--- src/design/i2cram_pkg.sv ---
// Shared types, constants and byte selection for the I2C register access master.
package i2cram_pkg;

    localparam int unsigned I2CRAM_ACK_POLL_LIMIT = 300;
    localparam int unsigned I2CRAM_POLL_W         = 9;
    localparam logic [6:0]  I2CRAM_DEV_ADDR_RESET = 7'd72;

    localparam logic [1:0] MODE_NONE  = 2'd0;
    localparam logic [1:0] MODE_WRITE = 2'd1;
    localparam logic [1:0] MODE_READ  = 2'd2;

    typedef struct packed {
        logic [1:0]  mode;
        logic [7:0]  register_pointer;
        logic [15:0] write_value;
        logic        sda_sample;
    } i2cram_in_t;

    typedef struct packed {
        logic        scl_level;
        logic        sda_level;
        logic        sda_enable;
        logic        busy_res;
        logic        done_res;
        logic        nack_seen;
        logic [15:0] read_value;
    } i2cram_out_t;

    // Byte sent at a given step: address+W, pointer, then data high or address+R, data low.
    function automatic logic [7:0] byte_to_send(
        input logic [2:0]  step,
        input logic [6:0]  dev_addr,
        input logic [7:0]  pointer,
        input logic [15:0] data,
        input logic        rd
    );
        logic [7:0] addr;
        logic [7:0] sel;
        addr = {dev_addr, 1'b0};
        case (step)
            3'd0:    sel = addr;
            3'd1:    sel = pointer;
            3'd2:    sel = rd ? (addr | 8'h01) : data[15:8];
            default: sel = data[7:0];
        endcase
        return sel;
    endfunction

endpackage

--- src/design/i2cram_seq.sv ---
// Bus tick sequencer: state registers and next-state logic for one tick per fire.
module i2cram_seq
    import i2cram_pkg::*;
#(
    parameter int unsigned ACK_POLL_LIMIT = I2CRAM_ACK_POLL_LIMIT
)
(
    input  logic        clk,
    input  logic        rst_n,
    input  logic        fire,
    input  i2cram_in_t  beat,
    input  logic [6:0]  dev_addr,
    output i2cram_out_t result
);

    localparam logic [4:0] P_IDLE  = 5'd0;
    localparam logic [4:0] P_ST1   = 5'd1;
    localparam logic [4:0] P_ST2   = 5'd2;
    localparam logic [4:0] P_ST3   = 5'd3;
    localparam logic [4:0] P_WLO   = 5'd4;
    localparam logic [4:0] P_WHI   = 5'd5;
    localparam logic [4:0] P_WEND  = 5'd6;
    localparam logic [4:0] P_ACKW  = 5'd7;
    localparam logic [4:0] P_ACKL  = 5'd8;
    localparam logic [4:0] P_RPREP = 5'd9;
    localparam logic [4:0] P_RHI   = 5'd10;
    localparam logic [4:0] P_RLO   = 5'd11;
    localparam logic [4:0] P_MA1   = 5'd12;
    localparam logic [4:0] P_MA2   = 5'd13;
    localparam logic [4:0] P_MA3   = 5'd14;
    localparam logic [4:0] P_SP1   = 5'd15;
    localparam logic [4:0] P_SP2   = 5'd16;
    localparam logic [4:0] P_SP3   = 5'd17;

    localparam logic [I2CRAM_POLL_W:0] POLL_LIMIT = (I2CRAM_POLL_W + 1)'(ACK_POLL_LIMIT);
    localparam logic                   POLL_EARLY = (ACK_POLL_LIMIT > 1);

    logic [4:0]               phase_reg,     phase_next;
    logic [2:0]               step_reg,      step_next;
    logic [3:0]               bits_reg,      bits_next;
    logic [7:0]               shift_reg,     shift_next;
    logic [15:0]              rdata_reg,     rdata_next;
    logic [7:0]               pointer_reg,   pointer_next;
    logic [15:0]              wdata_reg,     wdata_next;
    logic                     is_read_reg,   is_read_next;
    logic [I2CRAM_POLL_W-1:0] polls_reg,     polls_next;
    logic                     nack_reg,      nack_next;

    always_comb
    begin
        logic [4:0]               ph;
        logic                     scl;
        logic                     sda;
        logic                     en;
        logic                     busy;
        logic                     done;
        logic [3:0]               bc_inc;
        logic [2:0]               st_inc;
        logic [I2CRAM_POLL_W-1:0] pl_inc;

        phase_next   = phase_reg;
        step_next    = step_reg;
        bits_next    = bits_reg;
        shift_next   = shift_reg;
        rdata_next   = rdata_reg;
        pointer_next = pointer_reg;
        wdata_next   = wdata_reg;
        is_read_next = is_read_reg;
        polls_next   = polls_reg;
        nack_next    = nack_reg;
        scl  = 1'b1;
        sda  = 1'b1;
        en   = 1'b1;
        busy = 1'b1;
        done = 1'b0;

        ph = phase_reg;
        // command is taken only on an idle tick; same tick runs as first start tick
        if (ph == P_IDLE && (beat.mode == MODE_WRITE || beat.mode == MODE_READ))
        begin
            is_read_next = (beat.mode == MODE_READ);
            pointer_next = beat.register_pointer;
            wdata_next   = beat.write_value;
            step_next    = 3'd0;
            bits_next    = 4'd0;
            polls_next   = '0;
            nack_next    = 1'b0;
            if (beat.mode == MODE_READ)
            begin
                rdata_next = 16'd0;
            end
            ph = P_ST1;
        end

        bc_inc = bits_next + 4'd1;
        st_inc = step_next + 3'd1;
        pl_inc = polls_next + 1'b1;

        case (ph)
            P_ST1:
            begin
                phase_next = P_ST2;
            end
            P_ST2:
            begin
                sda = 1'b0;
                phase_next = P_ST3;
            end
            P_ST3:
            begin
                scl = 1'b0;
                sda = 1'b0;
                shift_next = byte_to_send(step_next, dev_addr, pointer_next, wdata_next,
                                          is_read_next);
                bits_next  = 4'd0;
                polls_next = '0;
                phase_next = P_WLO;
            end
            P_WLO:
            begin
                scl = 1'b0;
                sda = shift_reg[7];
                phase_next = P_WHI;
            end
            P_WHI:
            begin
                sda = shift_reg[7];
                shift_next = {shift_reg[6:0], 1'b0};
                bits_next  = bc_inc;
                phase_next = (bc_inc >= 4'd8) ? P_WEND : P_WLO;
            end
            P_WEND:
            begin
                scl = 1'b0;
                en  = 1'b0;
                phase_next = P_ACKW;
            end
            P_ACKW:
            begin
                en = 1'b0;
                if (POLL_EARLY && !beat.sda_sample)
                begin
                    phase_next = P_ACKL;
                end
                else
                begin
                    polls_next = pl_inc;
                    if ({1'b0, pl_inc} + 1'b1 >= POLL_LIMIT)
                    begin
                        nack_next  = 1'b1;
                        phase_next = P_ACKL;
                    end
                end
            end
            P_ACKL:
            begin
                scl = 1'b0;
                sda = 1'b0;
                step_next = st_inc;
                if ((is_read_reg && st_inc == 3'd2) || (!is_read_reg && st_inc >= 3'd4))
                begin
                    phase_next = P_SP1;
                end
                else if (is_read_reg && st_inc >= 3'd3)
                begin
                    bits_next  = 4'd0;
                    phase_next = P_RPREP;
                end
                else
                begin
                    shift_next = byte_to_send(st_inc, dev_addr, pointer_reg, wdata_reg,
                                              is_read_reg);
                    bits_next  = 4'd0;
                    polls_next = '0;
                    phase_next = P_WLO;
                end
            end
            P_RPREP:
            begin
                scl = 1'b0;
                en  = 1'b0;
                bits_next  = 4'd0;
                phase_next = P_RHI;
            end
            P_RHI:
            begin
                en = 1'b0;
                rdata_next = {rdata_reg[14:0], beat.sda_sample};
                bits_next  = bc_inc;
                phase_next = P_RLO;
            end
            P_RLO:
            begin
                scl = 1'b0;
                en  = 1'b0;
                phase_next = (bits_reg >= 4'd8) ? P_MA1 : P_RHI;
            end
            P_MA1, P_MA2, P_MA3:
            begin
                // master ack on the first read byte, nack on the last
                scl = (ph == P_MA2);
                sda = (step_reg >= 3'd4);
                if (ph == P_MA3)
                begin
                    step_next = st_inc;
                    if (st_inc == 3'd4)
                    begin
                        bits_next  = 4'd0;
                        phase_next = P_RPREP;
                    end
                    else
                    begin
                        phase_next = P_SP1;
                    end
                end
                else
                begin
                    phase_next = ph + 5'd1;
                end
            end
            P_SP1:
            begin
                scl = 1'b0;
                sda = 1'b0;
                phase_next = P_SP2;
            end
            P_SP2:
            begin
                sda = 1'b0;
                phase_next = P_SP3;
            end
            P_SP3:
            begin
                // after the pointer phase of a read, go straight to the repeated start
                if (is_read_reg && step_reg == 3'd2)
                begin
                    phase_next = P_ST1;
                end
                else
                begin
                    done = 1'b1;
                    phase_next = P_IDLE;
                end
            end
            default:
            begin
                busy = 1'b0;
                phase_next = P_IDLE;
            end
        endcase

        if (!en)
        begin
            sda = 1'b1;
        end

        result.scl_level  = scl;
        result.sda_level  = sda;
        result.sda_enable = en;
        result.busy_res   = busy;
        result.done_res   = done;
        result.nack_seen  = nack_next;
        result.read_value = rdata_next;
    end

    always_ff @(posedge clk or negedge rst_n)
    begin
        if (!rst_n)
        begin
            phase_reg   <= P_IDLE;
            step_reg    <= '0;
            bits_reg    <= '0;
            shift_reg   <= '0;
            rdata_reg   <= '0;
            pointer_reg <= '0;
            wdata_reg   <= '0;
            is_read_reg <= 1'b0;
            polls_reg   <= '0;
            nack_reg    <= 1'b0;
        end
        else if (fire)
        begin
            phase_reg   <= phase_next;
            step_reg    <= step_next;
            bits_reg    <= bits_next;
            shift_reg   <= shift_next;
            rdata_reg   <= rdata_next;
            pointer_reg <= pointer_next;
            wdata_reg   <= wdata_next;
            is_read_reg <= is_read_next;
            polls_reg   <= polls_next;
            nack_reg    <= nack_next;
        end
    end

endmodule

--- src/design/i2c_register_access_master_core.sv ---
// Top level of the I2C register access master: input stage, sequencer, result register.
//
// Usage:
//   in channel  (in_valid / in_stall / in_beat): one beat per prescaled bus tick. Each
//     beat carries the sampled SDA level; on an idle tick a mode of register write or
//     register read starts a transaction, and the pointer and write value are latched.
//     Other command fields are ignored while a transaction is running.
//   out channel (out_valid / out_stall / out_beat): exactly one result beat per input
//     beat, in order: SCL and SDA drive levels, SDA enable, busy, done, sticky nack and
//     the 16-bit read value.
//   cfg port (cfg_wr_en / cfg_wr_data): writes the 7-bit device address; write it only
//     while no transaction is in flight.
// Path: an accepted beat is held in the input register, then the sequencer step writes
//   its result into the result register; an out_stall can hold it in between.
// Throughput: one beat per cycle when out_stall is low; the sequencer takes one tick per
//   cycle, and the result register lets a new beat in as the previous result is taken.
// Reset: the bus goes idle (SCL high, SDA driven high), the sequencer state clears and
//   the device address returns to 72.
// Stall: an out_stall holds the result register; the input register then holds too and
//   in_stall rises once it is full, so no beat is lost or repeated.
module i2c_register_access_master_core
    import i2cram_pkg::*;
#(
    parameter int unsigned ACK_POLL_LIMIT = I2CRAM_ACK_POLL_LIMIT
)
(
    input  logic        clk,
    input  logic        rst_n,
    input  logic        in_valid,
    output logic        in_stall,
    input  i2cram_in_t  in_beat,
    output logic        out_valid,
    input  logic        out_stall,
    output i2cram_out_t out_beat,
    input  logic        cfg_wr_en,
    input  logic [6:0]  cfg_wr_data
);

    logic        dev_addr_reg;
    logic [6:0]  dev_address_reg;
    logic        s1_valid_reg;
    i2cram_in_t  s1_beat_reg;
    logic        out_valid_reg;
    i2cram_out_t out_beat_reg;
    logic        advance;
    logic        accept;
    logic        fire;
    i2cram_out_t step_result;

    // result register free, or emptied this cycle
    assign advance  = !out_valid_reg || !out_stall;
    assign in_stall = s1_valid_reg && !advance;
    assign accept   = in_valid && !in_stall;
    assign fire     = s1_valid_reg && advance;

    // device address register
    always_ff @(posedge clk or negedge rst_n)
    begin
        if (!rst_n)
        begin
            dev_address_reg <= I2CRAM_DEV_ADDR_RESET;
            dev_addr_reg    <= 1'b0;
        end
        else if (cfg_wr_en)
        begin
            dev_address_reg <= cfg_wr_data;
            dev_addr_reg    <= 1'b1;
        end
    end

    // input stage
    always_ff @(posedge clk or negedge rst_n)
    begin
        if (!rst_n)
        begin
            s1_valid_reg <= 1'b0;
        end
        else if (accept)
        begin
            s1_valid_reg <= 1'b1;
        end
        else if (advance)
        begin
            s1_valid_reg <= 1'b0;
        end
    end

    always_ff @(posedge clk)
    begin
        if (accept)
        begin
            s1_beat_reg <= in_beat;
        end
    end

    i2cram_seq #(
        .ACK_POLL_LIMIT (ACK_POLL_LIMIT)
    ) u_seq (
        .clk      (clk),
        .rst_n    (rst_n),
        .fire     (fire),
        .beat     (s1_beat_reg),
        .dev_addr (dev_address_reg),
        .result   (step_result)
    );

    // result register
    always_ff @(posedge clk or negedge rst_n)
    begin
        if (!rst_n)
        begin
            out_valid_reg <= 1'b0;
        end
        else if (advance)
        begin
            out_valid_reg <= s1_valid_reg;
        end
    end

    always_ff @(posedge clk)
    begin
        if (fire)
        begin
            out_beat_reg <= step_result;
        end
    end

    assign out_valid = out_valid_reg;
    assign out_beat  = out_beat_reg;

    // a held input beat stays in the input register
    a_s1_hold: assert property (@(posedge clk) disable iff (!rst_n)
        (s1_valid_reg && !advance) |=> s1_valid_reg)
        else $error("input beat dropped while result register full");

    // a released SDA always reads back as high
    a_sda_release: assert property (@(posedge clk) disable iff (!rst_n)
        (out_valid_reg && !out_beat_reg.sda_enable) |-> out_beat_reg.sda_level)
        else $error("sda level low while released");

    // done only on a busy tick, and an idle tick keeps SCL high
    a_done_busy: assert property (@(posedge clk) disable iff (!rst_n)
        (out_valid_reg && !out_beat_reg.busy_res) |->
            (!out_beat_reg.done_res && out_beat_reg.scl_level))
        else $error("done or scl low on an idle tick");

    // a result is produced only from a beat that sat in the input register
    a_fire_src: assert property (@(posedge clk) disable iff (!rst_n)
        (advance && !s1_valid_reg) |=> !out_valid_reg)
        else $error("result beat without input beat");

    // a write enable always loads the written address into the address register
    a_cfg_seen: assert property (@(posedge clk) disable iff (!rst_n)
        cfg_wr_en |=> (dev_addr_reg && dev_address_reg == $past(cfg_wr_data)))
        else $error("device address not taken");

endmodule

--- config.mk ---
export PLATFORM = sky130hd
export DESIGN_NAME = i2c_register_access_master_core
export DESIGN_NICKNAME = d
export VERILOG_FILES = /design/src/design/i2cram_pkg.sv /design/src/design/i2cram_seq.sv /design/src/design/i2c_register_access_master_core.sv
export SDC_FILE = /design/constraint.sdc
export NUM_CORES = 1
export LEC_CHECK = 0
export ABC_AREA = 1
export BUFFER_PORTS_ARGS = -buffer_cell sky130_fd_sc_hd__buf_2
export CAP_MARGIN = 10
export CORE_AREA = 4 4 125 127
export DETAILED_ROUTE_END_ITERATION = 12
export DIE_AREA = 0 0 129 131
export PLACE_DENSITY = 0.66
export SYNTH_ARGS = -nofsm -noshare
export SYNTH_HDL_FRONTEND = slang
export SYNTH_HIERARCHICAL = 1
export SYNTH_SLANG_ARGS = --single-unit
--- constraint.sdc ---
create_clock -name clk -period 6.5 [get_ports clk]
set_clock_uncertainty 0.15 [all_clocks]
set_input_delay 1.3 -clock clk [delete_from_list [all_inputs] [get_ports clk]]
set_output_delay 1.3 -clock clk [all_outputs]
set_load 0.05 [all_outputs]
==> results of run 1 <==
report_power, final:
part | switching [mW] | internal, mW
Clock | 0.362 | 0.612
Combinational | 1.03 | 0.496
Sequential | 0.135 | 1.04
layer usage:
metal	routed length [µm]	track usage	up-vias	part of all wire
li1	-	-	2855	-
met1	7610	0.276	2609	0.47
met2	7520	0.322	170	0.46
met3	940	0.0577	18	0.058
met4	197	0.0587	0	0.012
met5	0	0	-	0
area by class of cell:
class                           instances  area (µm²)
Fill cell                            1301        6430
Multi-Input combinational cell        548        2940
Tap cell                              184         230
Clock inverter                         13         161
Inverter                              107         407
Clock buffer                           19         443
Timing Repair Buffer                   65         335
Sequential cell                       129        3480
placed cells by master, fill, tap and decap left out, types with 4 or more instances in the layout:
| cell | count |
|---|---|
| o21ai_0 | 121 |
| a21oi_1 | 31 |
| mux2i_1 | 7 |
| or2_2 | 7 |
| nor2_1 | 42 |
| o21ai_1 | 7 |
| nand2_2 | 7 |
| nand2_4 | 7 |
| buf_4 | 4 |
| nor2_2 | 7 |
| inv_2 | 12 |
| nand2_1 | 188 |
| clkbuf_16 | 17 |
| a221oi_1 | 8 |
| nand3_1 | 38 |
| o2111ai_1 | 5 |
| nor2_4 | 5 |
| dfrtp_1 | 78 |
| a31oi_1 | 5 |
| buf_2 | 61 |
| ha_1 | 12 |
| a22oi_1 | 6 |
| o21ai_2 | 4 |
| edfxtp_1 | 49 |
| inv_1 | 94 |
| clkinvlp_4 | 4 |
| nand4_1 | 8 |
| o221ai_1 | 4 |
logic make-up after synthesis:
family | after synthesis
flops | 129
simple gates | 324
buf+inv | 137
compound gates | 205
mux | 7
fa+ha+maj | 12
worst max-delay path: cells and delay by family (launching register included):
family                     cells  cell delay (ns)
DFF                            1             0.37
buffers and inverters          1             0.13
and+or+nand+nor                6             1.46
AOI/OAI and AO/OA              4             0.68
adders and majority gates      3             0.92
path summary, 6_finish.rpt:
check,slack (ns),cells past startpoint,endpoint
hold reg to reg,0.33,2,u_seq/nack_reg
hold / removal,0.33,2,u_seq/nack_reg
setup / recovery,2.66,14,u_seq/shift_reg[1]
max in group asynchronous,4.52,2,dev_address_reg[1]
setup reg to reg,2.66,14,u_seq/shift_reg[1]
min in group asynchronous,0.60,1,u_seq/rdata_reg[7]
==> results.md, run 1 <==
* Placement Setup Slack at 2.70 ns
* Setup ws final at 2.66 ns
* Period Utilization, post-route at 0.591
* Total GRT Usage at 0.204
* CTS Sinks at 129
* #FFs+latches synth at 129
* Main combinational cell family by area after synthesis: simple AND/OR/NAND/NOR gates
* Area delta synth->final at 14.9%
* Dpl cells at 1,033
* Vias per inst at 5.31
* RSZ-0062 raised after global routing: false
* Req. time, crit path at 6.66 ns
* Hold buffer count at CTS at 0
* # diodes at 0
* Design area at 7990 µm²
* Final TNS setup at 0 ns
* Post-CTS Resized at 0
* CTS tree: yes
* Drt pass-1 iters at 5
* Final setup viols at 0
* CTS buffer count at 17
* Routed Antenna Nets at 0
* Asr flop ratio synth at 0.620
* Crit path max fanout at 36
* CP cell instances: ha_1 > nor2_1 > nand2_2 > nor2_8 > nor2_1 > ha_1 > ha_1 > nand2_1 > nand3_1 > inv_1 > a22oi_1 > o221ai_1 > a221oi_1 > o21ai_1
* Syn Nets at 865
* Mux cell area share after synthesis at 0.0101
* Starting DRT DRC Count at 393
* Die area at 16,900 µm²
* Slew Limit Fails at 0
* Status: complete, no violations
* Synth Area in Adders at 0.0216
* Chip Width at 129 µm
* Least-Margin Pin Slew at 1.02 ns
* Area leader, netlist: dfrtp_1
* Max-slew headroom at 0.318
* Power Total at 3.67 mW
* Setup crit start: s1_beat_reg[26]
* Crit start category: flip-flop
* H-tree levels at 4
* Count leader, synth: nand2_1
* Placed cell areas at 7380 µm²
* Hold Path Class: reg -> reg
* PortBufs at 62
* Initial antenna violation count at 0
* Maximum vdd drop at 250 µV
* Dpl hpwl at 11.1 mm
* Fin cells at 1,065
* Final nets at 919
* Cell mode on critical path: ha_1
* First-pass GRT wire length at 26.9 mm
* Post-synth EDFFs at 49
* Max FFs per register at 27
* Post-synthesis cell type count at 50
* Fmax at 0.260 GHz
* Overflow after GRT at 0
* Layout cells sized above 1 at 0.180
* Die Height at 131 µm
* Critical path class: reg -> reg
* Syn avg cell area at 8.54 µm²
* Maxcap violations at 0
* Drt drc at 0
* Post-synthesis sequential area ratio at 0.500
* Critical Path AT at 4.00 ns
* Worst-Skew Late Latency at 0.43 ns
* Endpoint class of the critical path: flip-flop
* Postcts setup bufs at 0
* CP max stage delay at 0.45 ns
* Crit Reg-Reg Startpoint: s1_beat_reg[26]
* Vias in the first global route at 5,281
* Minimum clock period at 3.84 ns
* Worst path slowest cell: nor2_8
* LEAKAGE at 3.60 nW
* Final Hold Fails at 0
* Largest cells by area after synthesis: dfrtp_1 28%, edfxtp_1 21%, nand2_1 10%, o21ai_0 8.7%, inv_1 5.1%
* Root Buffer: clkbuf_16
* Maximum number of pins on one net before global-route repair at 69
* Longest Clk Path Bufs at 2
* Vias at 5,652
* Worst hold margin at 0.332 ns
* Post-synthesis compound-gate area fraction at 0.167
* Synth Area in XOR/XNOR at 0
* Wire length per cell at 15.3 µm
* Most used DFF post-synth: dfrtp_1
* Initial Utilization at 0.482
* Final core utilization at 0.554
* Register clock-pin slew on the reported worst setup and hold paths at 0.06 ns
* Simple-gate share of the synthesized area at 0.222
* RePlAce Congestion at 0.913
* Post-Syn Instances at 814
* Num rows at 44
* Min-delay src: u_seq/nack_reg
* Synth cell count leaders: 188 x nand2_1, 121 x o21ai_0, 94 x inv_1
* I/O Pins at 63
* Total core area at 14,400 µm²
* Pwr dens at 460 nW/µm²
* Top cell type's share of synthesized area at 0.281
* WL final at 16.3 mm
* Yosys Warn Count at 6
* Synthesized cell area at 6960 µm²
No activity file was read; power rests on OpenSTA's default activity.
==> run 2: changes to the inputs <==
ABC_AREA = 0   (was 1)
PLACE_DENSITY = 0.69   (was 0.66)
clock period = 3.45 ns   (was 6.5 ns; I/O delays follow)
==> run 2 against run 1 <==
  * Clock-buffer cell count decreased by 2
  * Wire length grew 11%
  * Critical endpoint is now u_seq/shift_reg[3]
  * Clock power up 88%
  * Sequential cell count stayed put
==> results.md, run 2 <==
* Status: complete, no violations
* Fin cells at 908
* Post-synthesis compound-gate area fraction at 0.216
* Top cell type's share of synthesized area at 0.279
* Placement Setup Slack at 0.0333 ns
* Drt pass-1 iters at 8
* Max-slew headroom at 0.304
* FF-to-FF path depth at 15
* Mux cell area share after synthesis at 0.0965
* Worst Hold End: s1_beat_reg[12]
* H-tree levels at 4
* Maxcap violations at 0
* Synth Area in Adders at 0.0215
* Post-Syn Instances at 639
* Num rows at 44
* Synth cell count leaders: 78 x dfrtp_1, 49 x edfxtp_1, 48 x nor2_1
* Hold path cells at 1
* #FFs+latches synth at 129
* Total core area at 14,400 µm²
* Yosys Warn Count at 6
* Final nets at 762
* Critical Path AT at 3.40 ns
* CP max stage delay at 0.40 ns
* CP cell instances: inv_1 > ha_4 > or3_4 > nor2_4 > nor2_4 > ha_1 > ha_2 > buf_6 > o21a_1 > nor2_1 > buf_4 > a222oi_1 > nor2_1 > a21oi_1 > a31oi_1
* Die Height at 131 µm
* Vias at 5,657
* First-pass GRT wire length at 29.2 mm
* Overflow after GRT at 0
* Initial Utilization at 0.485
* Maximum vdd drop at 430 µV
* # diodes at 0
* Worst path slowest cell: or3_4
* Power Total at 7.19 mW
* Post-synthesis sequential area ratio at 0.497
* Main combinational cell family by area after synthesis: compound AO/OA/AOI/OAI gates
* Drt drc at 0
* Dpl hpwl at 12.5 mm
* Setup ws final at 0.201 ns
* Crit Reg-Reg Startpoint: s1_beat_reg[25]
* Final setup viols at 0
* Simple-gate share of the synthesized area at 0.124
* Dpl cells at 873
* Vias per inst at 6.23
* Crit start category: flip-flop
* Min-delay src: in_beat[12]
* Least-Margin Pin Slew at 1.04 ns
* Longest Clk Path Bufs at 2
* Setup crit start: s1_beat_reg[25]
* Post-synth EDFFs at 49
* Vias in the first global route at 5,468
* Synthesized cell area at 6990 µm²
* Area delta synth->final at 18.1%
* CTS tree: yes
* Layout cells sized above 1 at 0.289
* Most common cell after layout, fill and taps aside: dfrtp_1
* Initial antenna violation count at 0
* Final core utilization at 0.572
* Max FFs per register at 27
* Syn Nets at 690
* RSZ-0062 raised after global routing: false
* Starting DRT DRC Count at 714
* Worst-Skew Late Latency at 0.43 ns
* Hold Path Class: in -> reg
* Routed Antenna Nets at 0
* Syn avg cell area at 10.9 µm²
* Asr flop ratio synth at 0.620
* WL final at 18.1 mm
* RePlAce Congestion at 0.920
* Commonest cells after routing, fill and taps aside: 78 x dfrtp_1, 61 x buf_2, 49 x edfxtp_1, 47 x nor2_1, 47 x mux2_2
* I/O Pins at 63
* Count leader, synth: dfrtp_1
* Crit path max fanout at 8
* Minimum clock period at 3.25 ns
* CTS Sinks at 129
* Post-synthesis cell type count at 78
* Req. time, crit path at 3.61 ns
* Slew Limit Fails at 0
* Endpoint class of the critical path: flip-flop
* Reg-to-reg slack, setup at 0.20 ns
* Maximum number of pins on one net before global-route repair at 81
* Root Buffer: clkbuf_16
* Design area at 8260 µm²
* CTS buffer count at 17
* Period Utilization, post-route at 0.942
* Synth Area in XOR/XNOR at 0.00627
* Pwr dens at 870 nW/µm²
* Chip Width at 129 µm
* Fmax at 0.308 GHz
* PortBufs at 62
* Largest cells by area after synthesis: dfrtp_1 28%, edfxtp_1 21%, mux2_2 7.6%, a22o_1 3.5%, nor2_1 2.6%
* R2R Path End: u_seq/shift_reg[3]
* Most used DFF post-synth: dfrtp_1
* Total GRT Usage at 0.223
* Area leader, netlist: dfrtp_1
* Register clock-pin slew on the reported worst setup and hold paths at 0.06 ns
* LEAKAGE at 3.54 nW
* Die area at 16,900 µm²
* Final Hold Fails at 0
* Worst hold margin at 0.282 ns
* Critical path class: reg -> reg
* Wire length per cell at 19.9 µm
* Placed cell areas at 7610 µm²
* Final TNS setup at 0 ns
[run 2: cells by family after synthesis]
kind of cell	Yosys count
AOI/OAI and AO/OA	205
and+or+nand+nor	171
DFF	129
buffers and inverters	59
muxes	58
adders and majority gates	12
xor gates and xnor gates	5
[run 2: final cells by class]
cell class | count | area, µm²
sequential | 129 | 3480
multi-input combinational | 451 | 3300
clock inverter | 15 | 173
tap | 184 | 230
timing repair buffer | 97 | 592
clock buffer | 17 | 425
inverter | 15 | 56.3
fill | 1235 | 6170
[run 2: power breakdown]
group	total [mW]	internal, mW	switching [mW]	leakage, nW
clock	1.83	1.09	0.747	0.289
sequential	2.29	1.97	0.326	1.51
combinational	3.06	1.26	1.80	1.75
total	7.19	4.32	2.87	3.54
[run 2: worst max-delay path, delay by kind of cell, from the launching register on]
| kind | cells | cell delay, ns |
|---|---|---|
| AO/OA/AOI/OAI | 4 | 0.68 |
| adder cells (fa/ha/maj) | 3 | 0.83 |
| buffers and inverters | 3 | 0.42 |
| flip-flops | 1 | 0.36 |
| AND/OR/NAND/NOR | 5 | 0.70 |
[run 2: layer usage]
| metal | up-vias | wire, µm | global-route usage |
|---|---|---|---|
| met4 | 0 | 295 | 0.0741 |
| met1 | 2791 | 7840 | 0.301 |
| met3 | 35 | 1220 | 0.0541 |
| met5 | - | 0 | 0 |
| li1 | 2602 | - | - |
| met2 | 229 | 8740 | 0.357 |
[run 2: how the worst max path moves through the flow]
stage	cells after the start	slack, ns	end
2_1_floorplan	14	0.01	out_beat[16]
3_3_place_gp	13	0.13	u_seq/shift_reg[4]
3_5_place_dp	12	0.03	u_seq/shift_reg[4]
4_1_cts	11	0.02	u_seq/polls_reg[2]
5_1_grt	15	0.02	u_seq/shift_reg[3]
6_report	15	0.20	u_seq/shift_reg[3]
[run 2: what timing repair did]
item	CTS	global route
pin swaps	1	2
hold buffers	0	0
buffers inserted	0	3
resized for setup	0	5
setup endpoints to repair	2	22
